**config.mk**
```make
export PLATFORM = sky130hd
export DESIGN_NAME = chained_hash_multimap
export DESIGN_NICKNAME = d
export VERILOG_FILES = /design/src/rtl/chm_pkg.sv /design/src/rtl/chm_ram.sv /design/src/rtl/chm_front.sv /design/src/rtl/chm_back.sv /design/src/rtl/chained_hash_multimap.sv
export SDC_FILE = /design/constraint.sdc
export NUM_CORES = 2
export LEC_CHECK = 0
export ABC_CLOCK_PERIOD_IN_PS = 7800
export BUFFER_PORTS_ARGS = -buffer_cell sky130_fd_sc_hd__buf_2
export CAP_MARGIN = 30
export CORE_MARGIN = 2
export CORE_UTILIZATION = 45
export CTS_CLUSTER_DIAMETER = 50
export DETAILED_ROUTE_END_ITERATION = 7
export PLACE_DENSITY = 0.7
export SETUP_SLACK_MARGIN = 0.1
export SLEW_MARGIN = 20
export SYNTH_ARGS = -nofsm -noshare
export SYNTH_HDL_FRONTEND = slang
export SYNTH_SLANG_ARGS = --single-unit
```
**constraint.sdc**
```tcl
create_clock -name clk -period 7.8 [get_ports clk]
set_input_delay 1.56 -clock clk [delete_from_list [all_inputs] [get_ports clk]]
set_output_delay 1.56 -clock clk [all_outputs]
set_load 0.05 [all_outputs]
```
**src/rtl/chm_pkg.sv**
```systemverilog
// Shared types and constants for the chained hash multimap.
// No dependencies; imported by chm_front, chm_back and the top level.
package chm_pkg;

    localparam int HASH_W   = 64;
    localparam int ID_W     = 32;
    localparam int CNT_W    = 7;
    localparam int BBITS_W  = 3;
    localparam int MAX_BB   = 6;

    localparam logic [1:0] CMD_ADD    = 2'd0;
    localparam logic [1:0] CMD_LOOKUP = 2'd1;
    localparam logic [1:0] CMD_CLEAR  = 2'd2;

    localparam logic [1:0] ST_OK   = 2'd0;
    localparam logic [1:0] ST_FULL = 2'd1;
    localparam logic [1:0] ST_DUP  = 2'd2;

    typedef struct packed {
        logic [1:0]        cmd;
        logic [HASH_W-1:0] hash;
        logic [ID_W-1:0]   item_id;
    } cmd_in_t;

    typedef struct packed {
        logic [1:0]       status;
        logic             found;
        logic [ID_W-1:0]  out_id;
        logic             last;
        logic [CNT_W-1:0] occupied_buckets;
        logic [CNT_W-1:0] entry_count;
    } result_t;

    // Classified operation handed from the front end to the back end.
    typedef struct packed {
        logic [1:0]      cmd;
        logic [MAX_BB-1:0] bucket;
        logic [ID_W-1:0] item_id;
    } op_t;

endpackage

```
**src/rtl/chm_ram.sv**
```systemverilog
// Generic single-port-write, single-port-read RAM with registered read data.
// No dependencies.
module chm_ram #(
    parameter int WIDTH = 32,
    parameter int DEPTH = 64
) (
    input  logic                     clk,
    input  logic                     we,
    input  logic [$clog2(DEPTH)-1:0] waddr,
    input  logic [WIDTH-1:0]         wdata,
    input  logic [$clog2(DEPTH)-1:0] raddr,
    output logic [WIDTH-1:0]         rdata
);

    logic [WIDTH-1:0] mem [DEPTH];

    always_ff @(posedge clk)
    begin
        if (we)
        begin
            mem[waddr] <= wdata;
        end
        rdata <= mem[raddr];
    end

endmodule

```
**src/rtl/chm_front.sv**
```systemverilog
// Front end: accepts commands, masks the hash to a bucket, and queues the op.
// Depends on chm_pkg.
module chm_front
    import chm_pkg::*;
(
    input  logic               clk,
    input  logic               rst_n,
    input  logic               start,
    input  cmd_in_t            cmd_in,
    input  logic [BBITS_W-1:0] bucket_bits,
    output logic               busy,
    output logic               q_valid,
    output op_t                q_op,
    input  logic               q_pop
);

    // Two-entry queue between the front and back ends.
    op_t        q_mem_reg [2];
    logic       wr_ptr_reg, rd_ptr_reg;
    logic [1:0] count_reg;
    logic [2:0] bits_eff;
    logic [MAX_BB-1:0] mask;
    logic       push;
    op_t        op;

    always_comb
    begin
        if (bucket_bits == 3'd0)
            bits_eff = 3'd1;
        else if (bucket_bits > 3'(MAX_BB))
            bits_eff = 3'(MAX_BB);
        else
            bits_eff = bucket_bits;
        mask = MAX_BB'((7'd1 << bits_eff) - 7'd1);
        op.cmd     = cmd_in.cmd;
        op.bucket  = cmd_in.hash[MAX_BB-1:0] & mask;
        op.item_id = cmd_in.item_id;
    end

    assign busy    = (count_reg == 2'd2);
    assign push    = start && !busy;
    assign q_valid = (count_reg != 2'd0);
    assign q_op    = q_mem_reg[rd_ptr_reg];

    always_ff @(posedge clk)
    begin
        if (push)
        begin
            q_mem_reg[wr_ptr_reg] <= op;
        end
    end

    always_ff @(posedge clk or negedge rst_n)
    begin
        if (!rst_n)
        begin
            wr_ptr_reg <= 1'b0;
            rd_ptr_reg <= 1'b0;
            count_reg  <= 2'd0;
        end
        else
        begin
            if (push)
                wr_ptr_reg <= ~wr_ptr_reg;
            if (q_pop)
                rd_ptr_reg <= ~rd_ptr_reg;
            count_reg <= count_reg + 2'(push) - 2'(q_pop);
        end
    end

    property p_no_overflow;
        @(posedge clk) disable iff (!rst_n) !(push && count_reg == 2'd2);
    endproperty
    a_no_overflow: assert property (p_no_overflow) else $error("queue overflow");

    property p_pop_valid;
        @(posedge clk) disable iff (!rst_n) q_pop |-> q_valid;
    endproperty
    a_pop_valid: assert property (p_pop_valid) else $error("pop from empty queue");

    property p_count_range;
        @(posedge clk) disable iff (!rst_n) count_reg != 2'd3;
    endproperty
    a_count_range: assert property (p_count_range) else $error("bad queue count");

endmodule

```
**src/rtl/chm_back.sv**
```systemverilog
// Back end: executes add, lookup and clear by walking bucket chains.
// Depends on chm_pkg and chm_ram.
module chm_back
    import chm_pkg::*;
#(
    parameter int MAX_ENTRIES = 64
) (
    input  logic    clk,
    input  logic    rst_n,
    input  logic    q_valid,
    input  op_t     q_op,
    output logic    q_pop,
    output logic    res_valid,
    output result_t res
);

    localparam int NB    = 1 << MAX_BB;
    localparam int EA_W  = $clog2(MAX_ENTRIES);
    localparam int LEN_W = $clog2(MAX_ENTRIES + 1);

    typedef enum logic [2:0] {
        S_IDLE, S_READ, S_WAIT, S_WALK, S_DONE
    } state_t;

    state_t           state_reg;
    op_t              op_reg;
    logic [EA_W-1:0]  cur_reg;
    logic [LEN_W-1:0] steps_reg;
    logic [CNT_W-1:0] used_reg;
    logic [CNT_W-1:0] nonempty_reg;
    logic [NB-1:0]    head_valid_reg;
    logic [MAX_ENTRIES-1:0] next_valid_reg;
    logic             res_valid_reg;
    result_t          res_reg;

    // Entry store: id and next pointer, one RAM each.
    logic             id_we, nx_we;
    logic [EA_W-1:0]  id_waddr, nx_waddr, raddr;
    logic [ID_W-1:0]  id_wdata, id_rdata;
    logic [EA_W-1:0]  nx_wdata, nx_rdata;

    // Bucket heads. The read is issued at the pop, so the head of the
    // popped op's bucket is on head_rdata during S_READ.
    logic             head_we;
    logic [EA_W-1:0]  head_rdata;

    chm_ram #(.WIDTH(ID_W), .DEPTH(MAX_ENTRIES)) u_id_ram (
        .clk(clk), .we(id_we), .waddr(id_waddr), .wdata(id_wdata),
        .raddr(raddr), .rdata(id_rdata)
    );

    chm_ram #(.WIDTH(EA_W), .DEPTH(MAX_ENTRIES)) u_next_ram (
        .clk(clk), .we(nx_we), .waddr(nx_waddr), .wdata(nx_wdata),
        .raddr(raddr), .rdata(nx_rdata)
    );

    logic full;
    logic [EA_W-1:0] slot;
    logic cur_has_next;

    chm_ram #(.WIDTH(EA_W), .DEPTH(NB)) u_head_ram (
        .clk(clk), .we(head_we), .waddr(op_reg.bucket), .wdata(slot),
        .raddr(q_op.bucket), .rdata(head_rdata)
    );

    assign full         = (used_reg >= CNT_W'(MAX_ENTRIES));
    assign slot         = used_reg[EA_W-1:0];
    assign cur_has_next = next_valid_reg[cur_reg];
    assign raddr        = cur_reg;
    assign q_pop        = (state_reg == S_IDLE) && q_valid;
    assign res_valid    = res_valid_reg;
    assign res          = res_reg;

    // RAM writes happen in S_WALK for an add that reaches the chain tail
    // and in S_READ for an add into an empty bucket.
    always_comb
    begin
        id_we    = 1'b0;
        nx_we    = 1'b0;
        head_we  = 1'b0;
        id_waddr = slot;
        id_wdata = op_reg.item_id;
        nx_waddr = cur_reg;
        nx_wdata = slot;
        if (state_reg == S_READ && op_reg.cmd == CMD_ADD && !full
            && !head_valid_reg[op_reg.bucket])
        begin
            id_we   = 1'b1;
            head_we = 1'b1;
        end
        if (state_reg == S_WALK && op_reg.cmd == CMD_ADD
            && id_rdata != op_reg.item_id
            && !(cur_has_next && steps_reg + LEN_W'(1) < LEN_W'(MAX_ENTRIES)))
        begin
            id_we = 1'b1;
            nx_we = 1'b1;
        end
    end

    always_ff @(posedge clk)
    begin
        if (q_pop)
            op_reg <= q_op;
    end

    always_ff @(posedge clk or negedge rst_n)
    begin
        if (!rst_n)
        begin
            state_reg      <= S_IDLE;
            used_reg       <= '0;
            nonempty_reg   <= '0;
            head_valid_reg <= '0;
            next_valid_reg <= '0;
            res_valid_reg  <= 1'b0;
            res_reg        <= '0;
            cur_reg        <= '0;
            steps_reg      <= '0;
        end
        else
        begin
            res_valid_reg <= 1'b0;
            case (state_reg)
                S_IDLE:
                begin
                    if (q_valid)
                        state_reg <= S_READ;
                end
                S_READ:
                begin
                    res_reg.status           <= ST_OK;
                    res_reg.found            <= 1'b0;
                    res_reg.out_id           <= '0;
                    res_reg.last             <= 1'b1;
                    res_reg.occupied_buckets <= nonempty_reg;
                    res_reg.entry_count      <= used_reg;
                    cur_reg   <= head_rdata;
                    steps_reg <= '0;
                    state_reg <= S_DONE;
                    case (op_reg.cmd)
                        CMD_ADD:
                        begin
                            if (full)
                            begin
                                res_reg.status <= ST_FULL;
                                res_valid_reg  <= 1'b1;
                                state_reg      <= S_IDLE;
                            end
                            else if (!head_valid_reg[op_reg.bucket])
                            begin
                                head_valid_reg[op_reg.bucket] <= 1'b1;
                                next_valid_reg[slot]          <= 1'b0;
                                nonempty_reg                  <= nonempty_reg + 1'b1;
                                used_reg                      <= used_reg + 1'b1;
                                res_reg.occupied_buckets      <= nonempty_reg + 1'b1;
                                res_reg.entry_count           <= used_reg + 1'b1;
                                res_valid_reg                 <= 1'b1;
                                state_reg                     <= S_IDLE;
                            end
                            else
                                state_reg <= S_WAIT;
                        end
                        CMD_LOOKUP:
                        begin
                            if (head_valid_reg[op_reg.bucket])
                                state_reg <= S_WAIT;
                            else
                            begin
                                res_valid_reg <= 1'b1;
                                state_reg     <= S_IDLE;
                            end
                        end
                        CMD_CLEAR:
                        begin
                            head_valid_reg           <= '0;
                            next_valid_reg           <= '0;
                            used_reg                 <= '0;
                            nonempty_reg             <= '0;
                            res_reg.occupied_buckets <= '0;
                            res_reg.entry_count      <= '0;
                            res_valid_reg <= 1'b1;
                            state_reg     <= S_IDLE;
                        end
                        default:
                        begin
                            res_valid_reg <= 1'b1;
                            state_reg     <= S_IDLE;
                        end
                    endcase
                end
                S_WAIT:
                begin
                    // RAM read of cur_reg lands at the next edge.
                    state_reg <= S_WALK;
                end
                S_WALK:
                begin
                    if (op_reg.cmd == CMD_LOOKUP)
                    begin
                        res_reg.status <= ST_OK;
                        res_reg.found  <= 1'b1;
                        res_reg.out_id <= id_rdata;
                        res_valid_reg  <= 1'b1;
                        if (cur_has_next && steps_reg + LEN_W'(1) < LEN_W'(MAX_ENTRIES))
                        begin
                            res_reg.last <= 1'b0;
                            cur_reg      <= nx_rdata;
                            steps_reg    <= steps_reg + 1'b1;
                            state_reg    <= S_WAIT;
                        end
                        else
                        begin
                            res_reg.last <= 1'b1;
                            state_reg    <= S_IDLE;
                        end
                    end
                    else if (id_rdata == op_reg.item_id)
                    begin
                        res_reg.status <= ST_DUP;
                        res_valid_reg  <= 1'b1;
                        state_reg      <= S_IDLE;
                    end
                    else if (cur_has_next && steps_reg + LEN_W'(1) < LEN_W'(MAX_ENTRIES))
                    begin
                        cur_reg   <= nx_rdata;
                        steps_reg <= steps_reg + 1'b1;
                        state_reg <= S_WAIT;
                    end
                    else
                    begin
                        next_valid_reg[cur_reg] <= 1'b1;
                        next_valid_reg[slot]    <= 1'b0;
                        used_reg                <= used_reg + 1'b1;
                        res_reg.entry_count     <= used_reg + 1'b1;
                        res_valid_reg           <= 1'b1;
                        state_reg               <= S_IDLE;
                    end
                end
                default:
                begin
                    state_reg <= S_IDLE;
                end
            endcase
        end
    end

    property p_count_bound;
        @(posedge clk) disable iff (!rst_n) used_reg <= CNT_W'(MAX_ENTRIES);
    endproperty
    a_count_bound: assert property (p_count_bound) else $error("entry count overflow");

    property p_buckets_le_entries;
        @(posedge clk) disable iff (!rst_n) nonempty_reg <= used_reg;
    endproperty
    a_buckets_le_entries: assert property (p_buckets_le_entries)
        else $error("more buckets than entries");

    property p_result_idle;
        @(posedge clk) disable iff (!rst_n)
            (res_valid && res.last) |-> (state_reg == S_IDLE);
    endproperty
    a_result_idle: assert property (p_result_idle) else $error("last result while busy");

endmodule

```
**src/rtl/chained_hash_multimap.sv**
```systemverilog
// Top level of the chained hash multimap: front end, queue and back end.
// Depends on chm_pkg, chm_front, chm_back and chm_ram.
//
// Usage: raise start with cmd_in for one cycle; the command transfers when
// busy is low. Commands queue in a two-entry buffer, so start may be given
// while earlier work is in progress. Each result appears on res for one
// cycle with res_valid high; the receiver cannot stall. A lookup gives one
// result per id in its bucket chain, the final one with last set; a lookup
// of an empty bucket gives a single result with found low and last set.
// Clear, full adds, adds to an empty bucket and empty lookups are answered
// from S_READ. Adds and lookups on a chain walk it one entry at a time via
// S_WAIT and S_WALK, limited by the registered read of the entry RAMs; the
// back end takes the next queued command only once back in S_IDLE.
// bucket_bits is written with cfg_we/cfg_data; the user must write it only
// while the block is idle, which the block itself does not enforce.
// Reset empties all buckets and zeroes the counts; no clearing pass runs.
module chained_hash_multimap
    import chm_pkg::*;
#(
    parameter int MAX_ENTRIES = 64
) (
    input  logic               clk,
    input  logic               rst_n,
    input  logic               start,
    input  cmd_in_t            cmd_in,
    output logic               busy,
    output logic               res_valid,
    output result_t            res,
    input  logic               cfg_we,
    input  logic [BBITS_W-1:0] cfg_data
);

    logic [BBITS_W-1:0] bucket_bits_reg;
    logic q_valid, q_pop;
    op_t  q_op;

    always_ff @(posedge clk or negedge rst_n)
    begin
        if (!rst_n)
            bucket_bits_reg <= 3'(MAX_BB);
        else if (cfg_we)
            bucket_bits_reg <= cfg_data;
    end

    chm_front u_front (
        .clk(clk), .rst_n(rst_n), .start(start), .cmd_in(cmd_in),
        .bucket_bits(bucket_bits_reg), .busy(busy),
        .q_valid(q_valid), .q_op(q_op), .q_pop(q_pop)
    );

    chm_back #(.MAX_ENTRIES(MAX_ENTRIES)) u_back (
        .clk(clk), .rst_n(rst_n), .q_valid(q_valid), .q_op(q_op),
        .q_pop(q_pop), .res_valid(res_valid), .res(res)
    );

endmodule
```
==> metrics.txt <==
max reg flops 2048; GR peak layer met2; Synth Flop Type edfxtp_1; met2 GRT Util 37.9%; top-area cell type share of the netlist area 73.6%; Worst Clk Skew 103 ps; EDFF count, synth 2936; Crit Path Class flop to flop; Crit. Startpoint u_back.op_reg[33]; Max Slew Vio Count 0; worst-path cell chain buf_16, mux4_2, nor4b_1, or3_1, a211o_1, nor3_2, buf_4, and3_1, a21oi_4, buf_16, nor3_2, buf_4; fin nets 7613; VDD IR-drop max 0.456 mV; synth top area cells edfxtp_1, a22oi_1, dfrtp_1; Setup Fix Bufs, Post-CTS 0; port buffer count 98; top flop regs u_back.u_id_ram.mem x2048, u_back.u_head_ram.mem x384, u_back.u_next_ram.mem x384; clock sink count 3195; starting density of the core 45.2%; 1st-iter DRT viols 10800; RR Startpoint u_back.op_reg[33]; crit-path max FO 26; Mean Syn Cell Area 16.2 µm²; crit path time final 5380 ps; WP buf/inv 4; io pins 157; cell count along the critical path 12; routability cong. 0.853; Die X 520 µm; critical path endpoint category flop; vias in the first global route 69800; WHS 446 ps; commonest non-fill, non-tap cells in the layout edfxtp_1, a22oi_1, nand2_1; family with the most delay on the worst path simple AND/OR/NAND/NOR gates; Initial DRT Pass Iterations 6; most common library cell in the layout ignoring fill and taps edfxtp_1; Fin. Hold Viols 0; post-CTS resize count 0; Cells after Synth 7369; max-cap violations 0; Seq/Total Area, Yosys 78.9%; crit path capture u_back.u_id_ram.mem[28][24]; CTS Hold Bufs 0; M3 GR Usage 5.40%; asr flop ratio synth 6.73%; Mapped Area 120000 µm²; share of layout cells above drive strength 1 12.9%; first-pass GRT wire length 478 mm; met1 GRT Util 31.9%; Worst EP arrival 5930 ps; antenna-violating nets left 0; FF-to-FF End u_back.u_id_ram.mem[28][24]; Peak Freq 186 MHz; Total GRT Usage 23.9%; clock slew at reported path FFs 60 ps; status complete, no violations; slowest cell on the critical path edfxtp_1; Worst path max stage delay 670 ps; PD cells 378 nW/µm²; Via Count 72100; Post-Route WL 332 mm; post-synth net total 7480; Leak 43.3 nW; Worst R2R Setup Slack 2420 ps; CTS Buf Count 339; RSZ-0062 raised after global routing false; Die ar. 270000 µm²; Die Ht 520 µm; area leader, netlist edfxtp_1; Reg2Reg Depth 12; relative slew slack 26.9%; Worst EP required 8350 ps; gr ovfl total 0; Rows 189; detail-routed net length per standard cell 29.4 µm; H-tree levels 5; DP HPWL 186 mm; vias per std cell 6.39; final period utilization 68.9%; DRC 0; synth warn 0; Worst-Skew Late Latency 970 ps; worst slew pin tran 1080 ps; Bufs on Longest Clock Path 4; Fin Setup TNS 0 ps; Fill cells 20900; Final setup viols 0; largest net degree at the start of global routing 193; synthesis-to-finish area growth 13.5%; CTS tree built; Yosys reg bits 3195; number of distinct library cells after synthesis 74; Clock Tree Root clkbuf_16; largest register by flop count u_back.u_id_ram.mem; Worst setup SP type flop; initial antenna violation count 12; Worst Hold Class flop to flop; CORE AREA 265000 µm²
[power breakdown]
part | internal, mW | leakage, nW | total (mW) | switching [mW]
Clock | 8.89 | 5.12 | 15.3 | 6.42
Sequential | 21.4 | 29.8 | 22.2 | 0.767
Combinational | 3.54 | 8.37 | 13.8 | 10.3
Total | 33.9 | 43.3 | 51.3 | 17.5
[layer usage]
metal  vias to the layer above  part of all wire, %  routed length [µm]
li1                      30200                    -                   -
met1                     36500                   37              123000
met2                      4755                   47              156000
met3                       702                   11               37500
met4                         6                  4.5               14800
met5                         -                0.012                  41
[worst min-delay path, cell delays in order (launching register included)]
cell     delay (ps)
dfxtp_1         290
nand2_1          50
a31oi_1          70
[cell families (layout without fill, tap and decap cells)]
logic type | count (synthesis) | count (layout) | share of synthesized area, %
multiplexers | 95 | 95 | 0.999
XOR/XNOR | 38 | 38 | 0.278
AO/OA/AOI/OAI | 2001 | 2001 | 12.2
adder cells (fa/ha/maj) | 6 | 6 | 0.0627
flip-flops | 3195 | 3195 | 78.9
buffers and inverters | 580 | 969 | 1.88
AND/OR/NAND/NOR | 1454 | 1454 | 5.68
other | 0 | 1 | 0
[cell type report]
class | instances | area [µm²] | share of cell area, %
Timing Repair Buffer | 350 | 2760 | 2.03
Antenna cell | 1 | 2.50 | 0.00184
Multi-Input combinational cell | 3594 | 23600 | 17.4
Clock inverter | 152 | 1360 | 0.997
Clock buffer | 445 | 9180 | 6.76
Inverter | 22 | 85.1 | 0.0626
Tap cell | 3533 | 4420 | 3.25
Sequential cell | 3195 | 94500 | 69.5
[through the flow]
stage | instance area [µm²] | instances | util (%) | setup WS, ps | power, mW
6_report | 136000 | 11300 | 51.3 | 2420 | 51.3
5_1_grt | 136000 | 11300 | 51.3 | 2250 | 52.9
4_1_cts | 136000 | 11300 | 51.2 | 2400 | 51.2
3_5_place_dp | 125000 | 10700 | 47.2 | 2420 | 36.0
3_3_place_gp | 125000 | 10700 | 47.2 | 2320 | 35.7
2_1_floorplan | 120000 | 7369 | - | 1880 | 30.1
[cells in the mapped netlist, drive strengths merged, types with 4 or more instances]
| cell type | instances |
|---|---|
| a22oi | 730 |
| o21ai | 122 |
| nor4 | 78 |
| nand4 | 82 |
| o31ai | 29 |
| or3 | 18 |
| a32o | 5 |
| a221o | 4 |
| mux2 | 46 |
| and3b | 4 |
| a211oi | 12 |
| and2 | 8 |
| o22a | 47 |
| mux2i | 34 |
| and3 | 44 |
| a21oi | 228 |
| nand2b | 14 |
| nor3b | 6 |
| clkbuf | 442 |
| dfxtp | 44 |
| nor2b | 10 |
| edfxtp | 2936 |
| inv | 20 |
| a311oi | 63 |
| ha | 6 |
| a22o | 247 |
| nand3 | 289 |
| nand3b | 8 |
| nor3 | 149 |
| or2 | 4 |
| mux4 | 15 |
| nor2 | 135 |
| dfrtp | 213 |
| a221oi | 246 |
| a31oi | 238 |
| nand2 | 591 |
| xnor2 | 36 |
| buf | 116 |
[how the worst min path moves through the flow]
stage,endpoint,cells past startpoint,slack [ps],startpoint
3_5_place_dp,u_back.cur_reg[5],2,440,u_back.u_next_ram.rdata[5]
5_1_grt,u_back.cur_reg[4],2,460,u_back.u_next_ram.rdata[4]
3_3_place_gp,u_back.cur_reg[2],2,440,u_back.u_next_ram.rdata[2]
4_1_cts,u_back.cur_reg[5],2,450,u_back.u_next_ram.rdata[5]
2_1_floorplan,u_back.cur_reg[1],2,430,u_back.u_next_ram.rdata[1]
6_report,u_back.cur_reg[4],2,450,u_back.u_next_ram.rdata[4]
Power figures use the tool's default switching activity.
